$ cat src/sv/dtfa_pkg.sv
// ----------------------------------------------------------------------------
// dtfa_pkg
// Shared constants, types and helpers for the decimal text to 22.10 adder.
// ----------------------------------------------------------------------------
package dtfa_pkg;

  // Fixed point format
  localparam int FRAC_BITS   = 10;                  // fraction bits of a value
  localparam int VALUE_W     = 32;                  // width of a stored value
  localparam int INT_W       = VALUE_W - FRAC_BITS; // integer accumulator width
  localparam int INT_LIMIT   = 1 << (INT_W - 1);    // first saturating integer
  localparam int INT_PROD_W  = INT_W + 4;           // accum * 10 + digit

  // Token limits
  localparam int MAX_TOKEN   = 15;
  localparam int TOK_W       = $clog2(MAX_TOKEN + 1);
  localparam int FRAC_DIGITS = 5;
  localparam int FRAC_ACC_W  = 17;                  // holds 10^FRAC_DIGITS
  localparam int FRAC_PROD_W = FRAC_ACC_W + 4;
  localparam int DIG_W       = 3;

  // Division sequencer: one quotient bit per cycle
  localparam int DIV_CNT_W   = $clog2(FRAC_BITS + 1);

  // Job queue between parser and finisher (depth must be a power of two)
  localparam int JOBQ_DEPTH  = 2;
  localparam int JOBQ_PTR_W  = $clog2(JOBQ_DEPTH);
  localparam int JOBQ_CNT_W  = $clog2(JOBQ_DEPTH + 1);

  localparam logic [VALUE_W-1:0] VAL_MAX = {1'b0, {(VALUE_W-1){1'b1}}};
  localparam logic [VALUE_W-1:0] VAL_MIN = {1'b1, {(VALUE_W-1){1'b0}}};

  // Character codes
  localparam logic [7:0] CharNul   = 8'h00;
  localparam logic [7:0] CharTab   = 8'h09;
  localparam logic [7:0] CharCr    = 8'h0D;
  localparam logic [7:0] CharSpace = 8'h20;
  localparam logic [7:0] CharPlus  = 8'h2B;
  localparam logic [7:0] CharMinus = 8'h2D;
  localparam logic [7:0] CharDot   = 8'h2E;
  localparam logic [7:0] CharZero  = 8'h30;
  localparam logic [7:0] CharNine  = 8'h39;

  // One finished token, handed from the parser to the finisher
  typedef struct packed {
    logic                  slot;
    logic                  negative;
    logic                  tok_nz;
    logic                  int_sat;
    logic [INT_W-1:0]      int_acc;
    logic [FRAC_ACC_W-1:0] frac_acc;
    logic [DIG_W-1:0]      frac_digits;
  } job_t;

  // 10^digits, six and up clamp to 10^5
  function automatic logic [FRAC_ACC_W-1:0] pow10(input logic [DIG_W-1:0] digits);
    logic [FRAC_ACC_W-1:0] p;
    case (digits)
      3'd0:    p = FRAC_ACC_W'(1);
      3'd1:    p = FRAC_ACC_W'(10);
      3'd2:    p = FRAC_ACC_W'(100);
      3'd3:    p = FRAC_ACC_W'(1000);
      3'd4:    p = FRAC_ACC_W'(10000);
      default: p = FRAC_ACC_W'(100000);
    endcase
    return p;
  endfunction

endpackage

$ cat src/sv/dtfa_front.sv
// ----------------------------------------------------------------------------
// dtfa_front
// Character parser: one character per cycle while char_valid_i is set, hands a job out on the last one.
// ----------------------------------------------------------------------------
module dtfa_front (
  input  logic          clk_i,
  input  logic          rst_ni,
  input  logic          char_valid_i,
  input  logic [7:0]    char_code_i,
  input  logic          slot_i,
  input  logic          last_char_i,
  output logic          job_push_o,
  output dtfa_pkg::job_t job_o
);
  import dtfa_pkg::*;

  typedef enum logic [2:0] {PhWs, PhStart, PhInt, PhFrac, PhDone} phase_e;

  phase_e                phase_q, phase_d, eff;
  logic                  neg_q, neg_d;
  logic [INT_W-1:0]      int_q, int_d;
  logic [FRAC_ACC_W-1:0] frac_q, frac_d;
  logic [DIG_W-1:0]      dig_q, dig_d;
  logic [TOK_W-1:0]      tok_q, tok_d;
  logic                  sat_q, sat_d;
  logic                  go, is_white, is_digit;
  logic [INT_PROD_W-1:0] int_ext, int_prod;
  logic [FRAC_PROD_W-1:0] frac_ext, frac_prod;

  assign is_white  = char_code_i inside {CharSpace, [CharTab:CharCr]};
  assign is_digit  = char_code_i inside {[CharZero:CharNine]};
  assign int_ext   = INT_PROD_W'(int_q);
  assign int_prod  = (int_ext << 3) + (int_ext << 1) + INT_PROD_W'(char_code_i[3:0]);
  assign frac_ext  = FRAC_PROD_W'(frac_q);
  assign frac_prod = (frac_ext << 3) + (frac_ext << 1) + FRAC_PROD_W'(char_code_i[3:0]);

  always_comb begin
    phase_d = phase_q;
    neg_d   = neg_q;
    int_d   = int_q;
    frac_d  = frac_q;
    dig_d   = dig_q;
    tok_d   = tok_q;
    sat_d   = sat_q;
    go      = 1'b0;
    eff     = phase_q;
    if (phase_q == PhWs) begin
      if (is_white) begin
        go = 1'b0;
      end else if (char_code_i == CharNul) begin
        phase_d = PhDone;
      end else begin
        go  = 1'b1;
        eff = PhStart;
      end
    end else if (tok_q != '0) begin
      go = 1'b1;
    end
    if (go) begin
      if (char_code_i == CharNul || is_white || tok_q >= TOK_W'(MAX_TOKEN)) begin
        phase_d = PhDone;
      end else begin
        tok_d = tok_q + TOK_W'(1);
        if (eff == PhStart && char_code_i == CharMinus) begin
          neg_d   = 1'b1;
          phase_d = PhInt;
        end else if (eff == PhStart && char_code_i == CharPlus) begin
          phase_d = PhInt;
        end else if (eff == PhStart || eff == PhInt) begin
          phase_d = PhInt;
          if (is_digit) begin
            if (int_prod >= INT_PROD_W'(INT_LIMIT)) begin
              int_d = INT_W'(INT_LIMIT);
              sat_d = 1'b1;
            end else begin
              int_d = int_prod[INT_W-1:0];
            end
          end else if (char_code_i == CharDot) begin
            phase_d = PhFrac;
          end else begin
            phase_d = PhDone;
          end
        end else if (eff == PhFrac) begin
          if (is_digit && dig_q < DIG_W'(FRAC_DIGITS)) begin
            frac_d = frac_prod[FRAC_ACC_W-1:0];
            dig_d  = dig_q + DIG_W'(1);
            if (dig_q == DIG_W'(FRAC_DIGITS - 1)) phase_d = PhDone;
          end else begin
            phase_d = PhDone;
          end
        end
      end
    end
  end

  always_comb begin
    job_o.slot        = slot_i;
    job_o.negative    = neg_d;
    job_o.tok_nz      = (tok_d != '0);
    job_o.int_sat     = sat_d;
    job_o.int_acc     = int_d;
    job_o.frac_acc    = frac_d;
    job_o.frac_digits = dig_d;
  end

  assign job_push_o = char_valid_i & last_char_i;

  always_ff @(posedge clk_i or negedge rst_ni) begin
    if (!rst_ni) begin
      phase_q <= PhWs;
      neg_q   <= 1'b0;
      int_q   <= '0;
      frac_q  <= '0;
      dig_q   <= '0;
      tok_q   <= '0;
      sat_q   <= 1'b0;
    end else if (char_valid_i) begin
      if (last_char_i) begin
        phase_q <= PhWs;
        neg_q   <= 1'b0;
        int_q   <= '0;
        frac_q  <= '0;
        dig_q   <= '0;
        tok_q   <= '0;
        sat_q   <= 1'b0;
      end else begin
        phase_q <= phase_d;
        neg_q   <= neg_d;
        int_q   <= int_d;
        frac_q  <= frac_d;
        dig_q   <= dig_d;
        tok_q   <= tok_d;
        sat_q   <= sat_d;
      end
    end
  end

  a_tok_bound: assert property (@(posedge clk_i) disable iff (!rst_ni)
    tok_q <= TOK_W'(MAX_TOKEN))
    else $error("token length past limit");

  a_clear_after_last: assert property (@(posedge clk_i) disable iff (!rst_ni)
    char_valid_i && last_char_i |=> phase_q == PhWs && tok_q == '0 && !sat_q)
    else $error("parse state not cleared after last beat");

endmodule

$ cat src/sv/dtfa_jobq.sv
// ----------------------------------------------------------------------------
// dtfa_jobq
// Short job queue between the parser and the finisher.
// ----------------------------------------------------------------------------
module dtfa_jobq (
  input  logic           clk_i,
  input  logic           rst_ni,
  input  logic           push_i,
  input  dtfa_pkg::job_t data_i,
  output logic           full_o,
  input  logic           pop_i,
  output dtfa_pkg::job_t data_o,
  output logic           empty_o
);
  import dtfa_pkg::*;

  job_t                  ent_q [JOBQ_DEPTH];
  logic [JOBQ_PTR_W-1:0] wr_q, rd_q;
  logic [JOBQ_CNT_W-1:0] cnt_q;
  logic                  do_push, do_pop;

  assign full_o  = (cnt_q == JOBQ_CNT_W'(JOBQ_DEPTH));
  assign empty_o = (cnt_q == '0);
  assign data_o  = ent_q[rd_q];
  assign do_push = push_i & ~full_o;
  assign do_pop  = pop_i & ~empty_o;

  always_ff @(posedge clk_i or negedge rst_ni) begin
    if (!rst_ni) begin
      wr_q  <= '0;
      rd_q  <= '0;
      cnt_q <= '0;
    end else begin
      if (do_push) wr_q <= wr_q + JOBQ_PTR_W'(1);
      if (do_pop)  rd_q <= rd_q + JOBQ_PTR_W'(1);
      if (do_push && !do_pop)      cnt_q <= cnt_q + JOBQ_CNT_W'(1);
      else if (do_pop && !do_push) cnt_q <= cnt_q - JOBQ_CNT_W'(1);
    end
  end

  always_ff @(posedge clk_i) begin
    if (do_push) ent_q[wr_q] <= data_i;
  end

  a_no_push_full: assert property (@(posedge clk_i) disable iff (!rst_ni)
    push_i |-> !full_o)
    else $error("job pushed into full queue");

  a_cnt_bound: assert property (@(posedge clk_i) disable iff (!rst_ni)
    cnt_q <= JOBQ_CNT_W'(JOBQ_DEPTH))
    else $error("job queue count out of range");

endmodule

$ cat src/sv/dtfa_back.sv
// ----------------------------------------------------------------------------
// dtfa_back
// Finisher: fraction division, value build, operand store and saturated sum.
// ----------------------------------------------------------------------------
module dtfa_back (
  input  logic                 clk_i,
  input  logic                 rst_ni,
  input  dtfa_pkg::job_t       job_i,
  input  logic                 job_empty_i,
  output logic                 job_pop_o,
  input  logic                 pop_i,
  output logic                 empty_o,
  output logic [dtfa_pkg::VALUE_W-1:0] parsed_o,
  output logic [dtfa_pkg::VALUE_W-1:0] sum_o,
  output logic                 ovf_o
);
  import dtfa_pkg::*;

  typedef enum logic [2:0] {SIdle, SDiv, SVal, SStore, SSum} state_e;

  state_e                state_q;
  job_t                  job_q;
  logic [FRAC_ACC_W-1:0] rem_q, div_q;
  logic [FRAC_BITS-1:0]  quo_q;
  logic [DIV_CNT_W-1:0]  cnt_q;
  logic [VALUE_W-1:0]    val_q;
  logic                  ovf_q;
  logic [VALUE_W-1:0]    store_q [2];
  logic                  out_valid_q;
  logic [VALUE_W-1:0]    out_parsed_q, out_sum_q;
  logic                  out_ovf_q;

  logic [FRAC_ACC_W:0]   rem_sh, rem_sub;
  logic                  ge;
  logic [VALUE_W-1:0]    mag;
  logic [VALUE_W:0]      sum;
  logic                  sum_ovf;
  logic                  out_free;
  logic                  out_load;

  // restoring division, one quotient bit per cycle
  assign rem_sh  = {rem_q, 1'b0};
  assign rem_sub = rem_sh - {1'b0, div_q};
  assign ge      = (rem_sh >= {1'b0, div_q});

  // integer is below 2^(INT_W-1) here and the quotient below 2^FRAC_BITS
  assign mag     = {job_q.int_acc, quo_q};

  assign sum     = {store_q[0][VALUE_W-1], store_q[0]} + {store_q[1][VALUE_W-1], store_q[1]};
  assign sum_ovf = sum[VALUE_W] ^ sum[VALUE_W-1];

  assign out_free  = ~out_valid_q | pop_i;
  assign out_load  = (state_q == SSum) & out_free;
  assign job_pop_o = (state_q == SIdle) & ~job_empty_i;

  assign empty_o  = ~out_valid_q;
  assign parsed_o = out_parsed_q;
  assign sum_o    = out_sum_q;
  assign ovf_o    = out_ovf_q;

  always_ff @(posedge clk_i or negedge rst_ni) begin
    if (!rst_ni) begin
      state_q      <= SIdle;
      job_q        <= '0;
      rem_q        <= '0;
      div_q        <= '0;
      quo_q        <= '0;
      cnt_q        <= '0;
      val_q        <= '0;
      ovf_q        <= 1'b0;
      store_q[0]   <= '0;
      store_q[1]   <= '0;
      out_valid_q  <= 1'b0;
      out_parsed_q <= '0;
      out_sum_q    <= '0;
      out_ovf_q    <= 1'b0;
    end else begin
      if (out_load)   out_valid_q <= 1'b1;
      else if (pop_i) out_valid_q <= 1'b0;
      case (state_q)
        SIdle: begin
          if (!job_empty_i) begin
            job_q   <= job_i;
            rem_q   <= job_i.frac_acc;
            div_q   <= pow10(job_i.frac_digits);
            quo_q   <= '0;
            cnt_q   <= '0;
            state_q <= SDiv;
          end
        end
        SDiv: begin
          rem_q <= ge ? rem_sub[FRAC_ACC_W-1:0] : rem_sh[FRAC_ACC_W-1:0];
          quo_q <= {quo_q[FRAC_BITS-2:0], ge};
          cnt_q <= cnt_q + DIV_CNT_W'(1);
          if (cnt_q == DIV_CNT_W'(FRAC_BITS - 1)) state_q <= SVal;
        end
        SVal: begin
          if (job_q.int_sat) val_q <= job_q.negative ? VAL_MIN : VAL_MAX;
          else               val_q <= job_q.negative ? (VALUE_W'(0) - mag) : mag;
          ovf_q   <= job_q.tok_nz & job_q.int_sat;
          state_q <= SStore;
        end
        SStore: begin
          // an empty token leaves the slot as it was
          if (job_q.tok_nz) store_q[job_q.slot] <= val_q;
          state_q <= SSum;
        end
        SSum: begin
          if (out_free) begin
            out_parsed_q <= store_q[job_q.slot];
            out_sum_q    <= sum_ovf ? (sum[VALUE_W] ? VAL_MIN : VAL_MAX) : sum[VALUE_W-1:0];
            out_ovf_q    <= ovf_q | sum_ovf;
            state_q      <= SIdle;
          end
        end
        default: state_q <= SIdle;
      endcase
    end
  end

  a_rem_below_div: assert property (@(posedge clk_i) disable iff (!rst_ni)
    state_q == SDiv |-> rem_q < div_q)
    else $error("division remainder not below divisor");

  a_result_loaded: assert property (@(posedge clk_i) disable iff (!rst_ni)
    state_q == SSum && out_free |=> out_valid_q && state_q == SIdle)
    else $error("result not loaded into output register");

endmodule

$ cat src/sv/decimal_text_to_fixed_point_adder_top.sv
// ----------------------------------------------------------------------------
// decimal_text_to_fixed_point_adder_top
// Parses decimal text into signed 22.10 operands and returns value and sum.
//
// Channel   Dir  Handshake            Beat payload
// --------  ---  -------------------  ------------------------------------------
// text in   in   push / full          char_code_i, slot_i, last_char_i
// result    out  empty / pop          parsed_value_o, sum_value_o, overflow_o
//
// Flow: the parser takes a character beat whenever the job queue has room. A beat
// marked last hands a job to a two-entry queue; the finisher works one job at a
// time through division, value build, store and sum, and pops the next only in
// idle; its fraction divider yields one bit per cycle.
// Stalls: full rises only when both job slots are occupied; the finisher
// waits in its sum step while an unpopped result sits in the output register.
// Reset: asynchronous, active low; operands reset to zero, no clearing pass.
// ----------------------------------------------------------------------------
module decimal_text_to_fixed_point_adder_top (
  input  logic               clk_i,
  input  logic               rst_ni,
  input  logic               push,
  output logic               full,
  input  logic [7:0]         char_code_i,
  input  logic               slot_i,
  input  logic               last_char_i,
  output logic               empty,
  input  logic               pop,
  output logic signed [31:0] parsed_value_o,
  output logic signed [31:0] sum_value_o,
  output logic               overflow_o
);
  import dtfa_pkg::*;

  logic               in_acc;
  logic               job_push, job_pop, jobq_empty, jobq_full;
  job_t               job_in, job_out;
  logic [VALUE_W-1:0] parsed, sum;

  // a text beat is taken whenever the job queue has room
  assign full   = jobq_full;
  assign in_acc = push & ~jobq_full;

  dtfa_front u_front (
    .clk_i        (clk_i),
    .rst_ni       (rst_ni),
    .char_valid_i (in_acc),
    .char_code_i  (char_code_i),
    .slot_i       (slot_i),
    .last_char_i  (last_char_i),
    .job_push_o   (job_push),
    .job_o        (job_in)
  );

  dtfa_jobq u_jobq (
    .clk_i   (clk_i),
    .rst_ni  (rst_ni),
    .push_i  (job_push),
    .data_i  (job_in),
    .full_o  (jobq_full),
    .pop_i   (job_pop),
    .data_o  (job_out),
    .empty_o (jobq_empty)
  );

  // finisher owns the operand store and the output register
  dtfa_back u_back (
    .clk_i       (clk_i),
    .rst_ni      (rst_ni),
    .job_i       (job_out),
    .job_empty_i (jobq_empty),
    .job_pop_o   (job_pop),
    .pop_i       (pop),
    .empty_o     (empty),
    .parsed_o    (parsed),
    .sum_o       (sum),
    .ovf_o       (overflow_o)
  );

  assign parsed_value_o = $signed(parsed);
  assign sum_value_o    = $signed(sum);

endmodule

$ cat config.mk
export PLATFORM = sky130hd
export DESIGN_NAME = decimal_text_to_fixed_point_adder_top
export DESIGN_NICKNAME = d
export VERILOG_FILES = /design/src/sv/dtfa_pkg.sv /design/src/sv/dtfa_front.sv /design/src/sv/dtfa_jobq.sv /design/src/sv/dtfa_back.sv /design/src/sv/decimal_text_to_fixed_point_adder_top.sv
export SDC_FILE = /design/constraint.sdc
export NUM_CORES = 1
export LEC_CHECK = 0
export CAP_MARGIN = 5
export CELL_PAD_IN_SITES_DETAIL_PLACEMENT = 0
export CELL_PAD_IN_SITES_GLOBAL_PLACEMENT = 1
export CORE_UTILIZATION = 40
export DETAILED_ROUTE_END_ITERATION = 12
export DONT_BUFFER_PORTS = 1
export PLACE_DENSITY_LB_ADDON = 0.1
export SETUP_SLACK_MARGIN = 0.15
export SLEW_MARGIN = 20
export SYNTH_ARGS = -nofsm -noshare
export SYNTH_HDL_FRONTEND = slang
export SYNTH_HIERARCHICAL = 1
export SYNTH_SLANG_ARGS = --single-unit
$ cat constraint.sdc
create_clock -name clk_i -period 10.4 [get_ports clk_i]
set_input_delay 0.52 -clock clk_i [delete_from_list [all_inputs] [get_ports clk_i]]
set_output_delay 0.52 -clock clk_i [all_outputs]
set_load 0.005 [all_outputs]
==> flow_summary.json, run 1 <==
{
  "max_stage_delay_ns": 0.49,
  "core_area_mm2": 0.05413,
  "slowest_stage": "fa_1",
  "syn_area_mm2": 0.02202,
  "crit_path_start_kind": "flip-flop",
  "cp_top_family": "compound AO/OA/AOI/OAI gates",
  "layout.nets": 2337,
  "worst_ir_drop_vdd_uv": 107.1,
  "cp_max_fo": 43,
  "fin_crit_sh_pct": 37.41,
  "p_leak_uw": 0.01081,
  "start_util_pct": 40.69,
  "std_cell_rows": 85,
  "h-tree-depth": 2,
  "finalPower_uw": 5807,
  "drv_slew": 0,
  "yosys-top-cells-area": "dfrtp_1 33%, edfxtp_1 13%, ha_1 7.1%",
  "final_common_cell": "nand2_1",
  "worstPathRequired_ns": 10.75,
  "synth.distinct_cells": 90,
  "synth_seq_cells": 382,
  "crit_path_end_kind": "flip-flop",
  "crit_buf_inv": 3,
  "layout.cells.non_filler": 2921,
  "status": "complete, no violations",
  "grt_max_degree": 291,
  "layout_min_cycle_time_ns": 3.890,
  "setup_viol": 0,
  "first_global_vias": 15793,
  "ant_nets": 0,
  "area_delta_synth_final_pct": 9.924,
  "power.density_mw_per_mm2": 239.9,
  "clock-root-buffer": "clkbuf_16",
  "first_iter_violations": 995,
  "cp.arrival_ns": 4.24,
  "synth_top_area_share_pct": 32.95,
  "post-route-util_pct": 44.72,
  "yosysTopAreaCell": "dfrtp_1",
  "insertion_delay_ns": 0.57,
  "cts_tree": "built",
  "hpwl_mm": 36.09,
  "slew_headroom_pct": 32.10,
  "avgViaCountPerCell": 5.457,
  "clock.fmax_mhz": 257.1,
  "syn_area_per_cell_um2": 9.877,
  "grt_pass1_wl_mm": 85.91,
  "routabilityCongestion": 0.8983,
  "fill_cells": 5239,
  "synth_cells": 2230,
  "die_x_um": 236.7,
  "synth.yosys.seq_area_share_pct": 45.49,
  "synth_async_sr_flop_share_pct": 75.92,
  "die_area_mm2": 0.05601,
  "rsz0062_at_grt": "false",
  "worst_pin_slew_ns": 1.018,
  "yosysWarnings": 6,
  "drc": 0,
  "cts_buffers": 46,
  "io_pins": 81,
  "post-place-cells": 2836,
  "synth_top_flop_cell": "dfrtp_1",
  "hold_class": "in -> reg",
  "worst_hold_slack_ns": 0.05423,
  "totalWireLength_mm": 51.47,
  "antenna_found_initial": 0,
  "finalHoldViolCount": 0,
  "diodes": 0,
  "synth_edf_count": 92,
  "max-cap-violations": 0,
  "cts.path.max_buffers": 3,
  "grt_usage_pct": 18.70,
  "port_buffers": 0,
  "finClkSkew_ns": 0.02053,
  "post_cts_buffers": 0,
  "dr.pass1.iters": 5,
  "grt_remaining_overflow": 0,
  "post_cts_resized": 0,
  "wl_per_cell_um": 17.62,
  "layout-drive-gt1-share_pct": 11.42,
  "setup_tns_ns": 0,
  "cts.clk_slew.worst_paths_ns": 0.06,
  "vias": 15940,
  "worstPathCellList": "inv_1 > fa_1 > inv_1 > fa_1 > a211oi_1 > o211ai_2 > a31oi_1 > o21ai_0 > o311ai_1 > o2111ai_1 > or2_1 > buf_4 > o31ai_1",
  "final_cell_mix": "356 x nand2_1, 288 x dfrtp_1, 171 x o21ai_0, 152 x a21oi_1, 125 x ha_1",
  "synth_fp_nets": 2375,
  "path_class": "reg -> reg",
  "die_y_um": 236.7,
  "clock_sinks": 382
}
## layout make-up
type	instances	area [um^2]	area share, %
multi-input combinational	1665	11260	46.50
sequential	382	10020	41.40
clock buffer	63	1306	5.395
tap	696	870.8	3.597
timing repair buffer	28	272.8	1.127
inverter	69	259.0	1.070
clock inverter	18	222.7	0.9199
## per-stage QoR
step                instance area (um^2)  worst slack, ns
CTS                                24150            6.496
detailed placement                 22590            6.367
global route                       24210            6.146
finish                             24210            6.510
global placement                   22590            6.527
floorplan                          22020            6.763
## worst paths after layout
| kind | depth (start not counted) | end | startpoint | slack (ns) |
|---|---|---|---|---|
| max in group asynchronous | 3 | u_back/parsed_o[27]$_DFFE_PN0P_ | rst_ni | 8.91 |
| hold reg to reg | 2 | u_back/div_q[13]$_DFFE_PN0P_ | u_back/div_q[13]$_DFFE_PN0P_ | 0.49 |
| hold / removal | 0 | u_jobq/ent_q[0][45]$_DFFE_PP_ | slot_i | 0.05 |
| setup / recovery | 13 | u_jobq/ent_q[1][35]$_DFFE_PP_ | u_front/int_q[0]$_DFFE_PN0P_ | 6.51 |
| setup reg to reg | 13 | u_jobq/ent_q[1][35]$_DFFE_PP_ | u_front/int_q[0]$_DFFE_PN0P_ | 6.51 |
| min in group asynchronous | 2 | u_back/sum_o[2]$_DFFE_PN0P_ | rst_ni | 0.58 |
## power breakdown
part | switching, uW | total (uW) | leakage, uW | internal (uW)
sequential | 280 | 2130 | 0.00476 | 1850
combinational | 1200 | 2060 | 0.00530 | 859
clock | 617 | 1610 | 0.000744 | 997
total | 2100 | 5810 | 0.0108 | 3710
## registers in the layout (all words and copies together) (netlist names), 2 cells and up
register         cells
u_back/cnt_q         4
u_back/div_q        12
u_back/job_q        26
u_back/parsed_o     32
u_back/quo_q        10
u_back/rem_q        17
u_back/state_q       3
u_back/store_q      64
u_back/sum_o        32
u_back/val_q        32
u_front/dig_q        3
u_front/frac_q      17
u_front/int_q       22
u_front/phase_q      3
u_front/tok_q        4
u_jobq/cnt_q         2
u_jobq/ent_q        92
## metal layers
layer / global-route usage [%] / up-vias / part of all wire (%)
li1: - / 7998 / -
met1: 26.57 / 7631 / 49
met2: 29.93 / 239 / 45
met3: 2.926 / 72 / 3.5
met4: 4.132 / 0 / 1.7
met5: 0 / - / 0
## synth_stat cells, types with 21 or more instances
library cell / n
inv_1: 68
dfrtp_1: 290
a22o_1: 22
mux2_2: 91
or3_1: 21
ha_1: 125
mux2_4: 30
clkbuf_1: 73
a21oi_1: 152
nor2_1: 104
nand3_1: 30
a21o_1: 29
a31oi_1: 23
xnor2_1: 52
o21ai_1: 49
edfxtp_1: 92
nor3_1: 33
o31ai_1: 35
o21ai_0: 171
mux2i_1: 47
xor2_1: 28
nand2_1: 356
## repair_timing
action | in CTS | in global routing
hold buffers | 1 | 1
setup endpoints to repair | 0 | 0
hold endpoints to repair | 290 | 78
## logic make-up (layout without fill, tap and decap cells)
group | count (synthesis) | after routing | share of synthesized area (%)
simple gates | 664 | 664 | 13.63
compound gates | 622 | 622 | 17.66
flops | 382 | 382 | 45.49
buf+inv | 183 | 178 | 3.551
mux | 168 | 168 | 8.834
fa+ha+maj | 131 | 131 | 7.646
xor+xnor | 80 | 80 | 3.181
No activity file was read; power rests on OpenSTA's default activity.
==> run 2: changes to the inputs <==
==> constraint.sdc (replaced) <==
create_clock -name clk_i -period 4 [get_ports clk_i]
set_input_delay 0.2 -clock clk_i [delete_from_list [all_inputs] [get_ports clk_i]]
set_output_delay 0.2 -clock clk_i [all_outputs]
set_load 0.005 [all_outputs]
==> run 2 against run 1 <==
The flow now finishes with violations (negative hold slack). Wire length is 1.0% higher. Total power increased to 2.6 times the previous value. Sequential power grew to 2.7 times the previous value. Worst setup slack worse by 6.2 ns. First-iteration DRC count grew 1.6%. Hold slack lost 0.71 ns. Core utilization increased by 0.21 points. Count of clock-buffer cells in the layout stayed put. Via count grew 1.4%. Clock skew is essentially flat. Highest routed layer unchanged.
==> flow_summary.json, run 2 (same netlist as run 1, synthesis figures left out) <==
{
  "first_iter_violations": 1011,
  "grt_max_degree": 291,
  "post-place-cells": 2842,
  "fin_crit_sh_pct": 91.54,
  "largest_reg_flops": 92,
  "avgViaCountPerCell": 5.513,
  "finalHoldViolCount": 290,
  "die_y_um": 236.7,
  "die_area_mm2": 0.05601,
  "start_util_pct": 40.69,
  "regMostFlops": "u_jobq/ent_q",
  "dr.pass1.iters": 5,
  "drv_slew": 0,
  "crit_path_end_kind": "flip-flop",
  "antenna_found_initial": 0,
  "rsz0062_at_grt": "true",
  "routabilityCongestion": 0.9217,
  "drc": 0,
  "cp.arrival_ns": 4.01,
  "hpwl_mm": 36.60,
  "layout_min_cycle_time_ns": 3.662,
  "slew_headroom_pct": 34.35,
  "worst_ir_drop_vdd_uv": 353.1,
  "insertion_delay_ns": 0.57,
  "violations": "negative hold slack",
  "setup_tns_ns": 0,
  "grt_remaining_overflow": 0,
  "layout-drive-gt1-share_pct": 11.77,
  "place_area_mm2": 0.02265,
  "max-cap-violations": 0,
  "hold_class": "in -> async",
  "final_cell_mix": "356 x nand2_1, 288 x dfrtp_1, 171 x o21ai_0, 152 x a21oi_1, 125 x ha_1",
  "port_buffers": 0,
  "worst_pin_slew_ns": 0.9848,
  "p_leak_uw": 0.01086,
  "die_x_um": 236.7,
  "cts.clk_slew.worst_paths_ns": 0.06,
  "crit_path_start_kind": "flip-flop",
  "cts.path.max_buffers": 3,
  "cts_buffers": 45,
  "clock.fmax_mhz": 273.1,
  "ant_nets": 0,
  "clock-root-buffer": "clkbuf_16",
  "totalWireLength_mm": 52.01,
  "io_pins": 81,
  "finClkSkew_ns": 0.02103,
  "power.density_mw_per_mm2": 620.5,
  "diodes": 0,
  "layout.cells.non_filler": 2931,
  "grt_pass1_wl_mm": 86.68,
  "vias": 16158,
  "holdBufCountCts": 9,
  "std_cell_rows": 85,
  "setup_viol": 0,
  "grt_usage_pct": 18.87,
  "core_area_mm2": 0.05413,
  "area_delta_synth_final_pct": 10.44,
  "fill_cells": 5204,
  "first_global_vias": 16022,
  "final_common_cell": "nand2_1",
  "worstPathRequired_ns": 4.35,
  "cts_tree": "built",
  "worst_hold_slack_ns": -0.6603,
  "path_class": "reg -> reg",
  "clock_sinks": 382,
  "post-route-cell-area_mm2": 0.02432,
  "status": "complete, but fails checks",
  "layout.nets": 2347,
  "reg_top3": "u_jobq/ent_q (92), u_back/store_q (64)",
  "cp_max_fo": 43,
  "wl_per_cell_um": 17.74,
  "h-tree-depth": 2
}
[run 2: cell types whose count changed in the layout (fill, tap and decap cells not counted), sizes merged]
cell	previous run	this run
dlygate4sd3	1	9
buf	27	30
clkinvlp	3	0
inv	69	71
bufinv	5	6
clkinv	10	9
[run 2: worst max-delay path, cell delays in order, from the launching register on]
cell and delay, ns:
dfrtp_1 0.40, inv_1 0.07, fa_1 0.50, inv_1 0.06, ha_1 0.32, a211oi_2 0.27
o211ai_1 0.20, a2111oi_2 0.43, o21ai_0 0.14, nand3b_1 0.11, o2111ai_1 0.12, or2_1 0.29
buf_12 0.20, o31ai_1 0.33
[run 2: layout make-up]
class                           instances  area [um^2]  area share [%]
Multi-Input combinational cell       1665        11320           46.55
Sequential cell                       382        10020           41.20
Clock buffer                           63         1266           5.206
Tap cell                              696        870.8           3.580
Timing Repair Buffer                   39        327.8           1.348
Inverter                               69        259.0           1.065
Clock inverter                         17        255.2           1.049
[run 2: through the flow]
step                      util (%)  total power, uW  setup slack [ns]
final                        44.93            15090            0.3384
after global routing         44.93            16190           0.09942
after CTS                    44.81            15290            0.2534
after detailed placement     41.84            10930            0.2808
after global placement       41.84            10850            0.4158
after floorplan                  -             9626            0.3632
[run 2: what timing repair did]
| item | in CTS | in global routing |
|---|---|---|
| setup buffers | 0 | 0 |
| resized for setup | 0 | 9 |
| hold endpoints to repair | 308 | 290 |
| setup endpoints to repair | 0 | 47 |
[run 2: final timing paths]
path / start / to / slack [ns] / cells past startpoint
max: u_front/int_q[0]$_DFFE_PN0P_ / u_jobq/ent_q[1][29]$_DFFE_PP_ / 0.34 / 13
min: rst_ni / u_back/parsed_o[2]$_DFFE_PN0P_ / -0.66 / 0
max reg2reg: u_front/int_q[0]$_DFFE_PN0P_ / u_jobq/ent_q[1][29]$_DFFE_PP_ / 0.34 / 13
min reg2reg: u_back/div_q[13]$_DFFE_PN0P_ / u_back/div_q[13]$_DFFE_PN0P_ / 0.49 / 2
max in group asynchronous: rst_ni / u_front/int_q[19]$_DFFE_PN0P_ / 4.23 / 0
min in group clk_i: char_code_i[7] / u_front/phase_q[2]$_DFFE_PN0P_ / 0.06 / 4
[run 2: power breakdown]
part           internal (uW)  switching [uW]  leakage, uW
registers               4810             853      0.00476
logic                   2220            2970      0.00535
clock network           2600            1630     0.000745
total                   9640            5460       0.0109
[run 2: per-layer routing]
metal | wire length (um) | GRT usage, % | vias to the layer above
met5 | 0 | 0 | -
met4 | 1183 | 4.919 | 0
met3 | 1882 | 2.996 | 82
met2 | 23490 | 30.12 | 277
met1 | 25460 | 26.58 | 7779
li1 | - | - | 8020
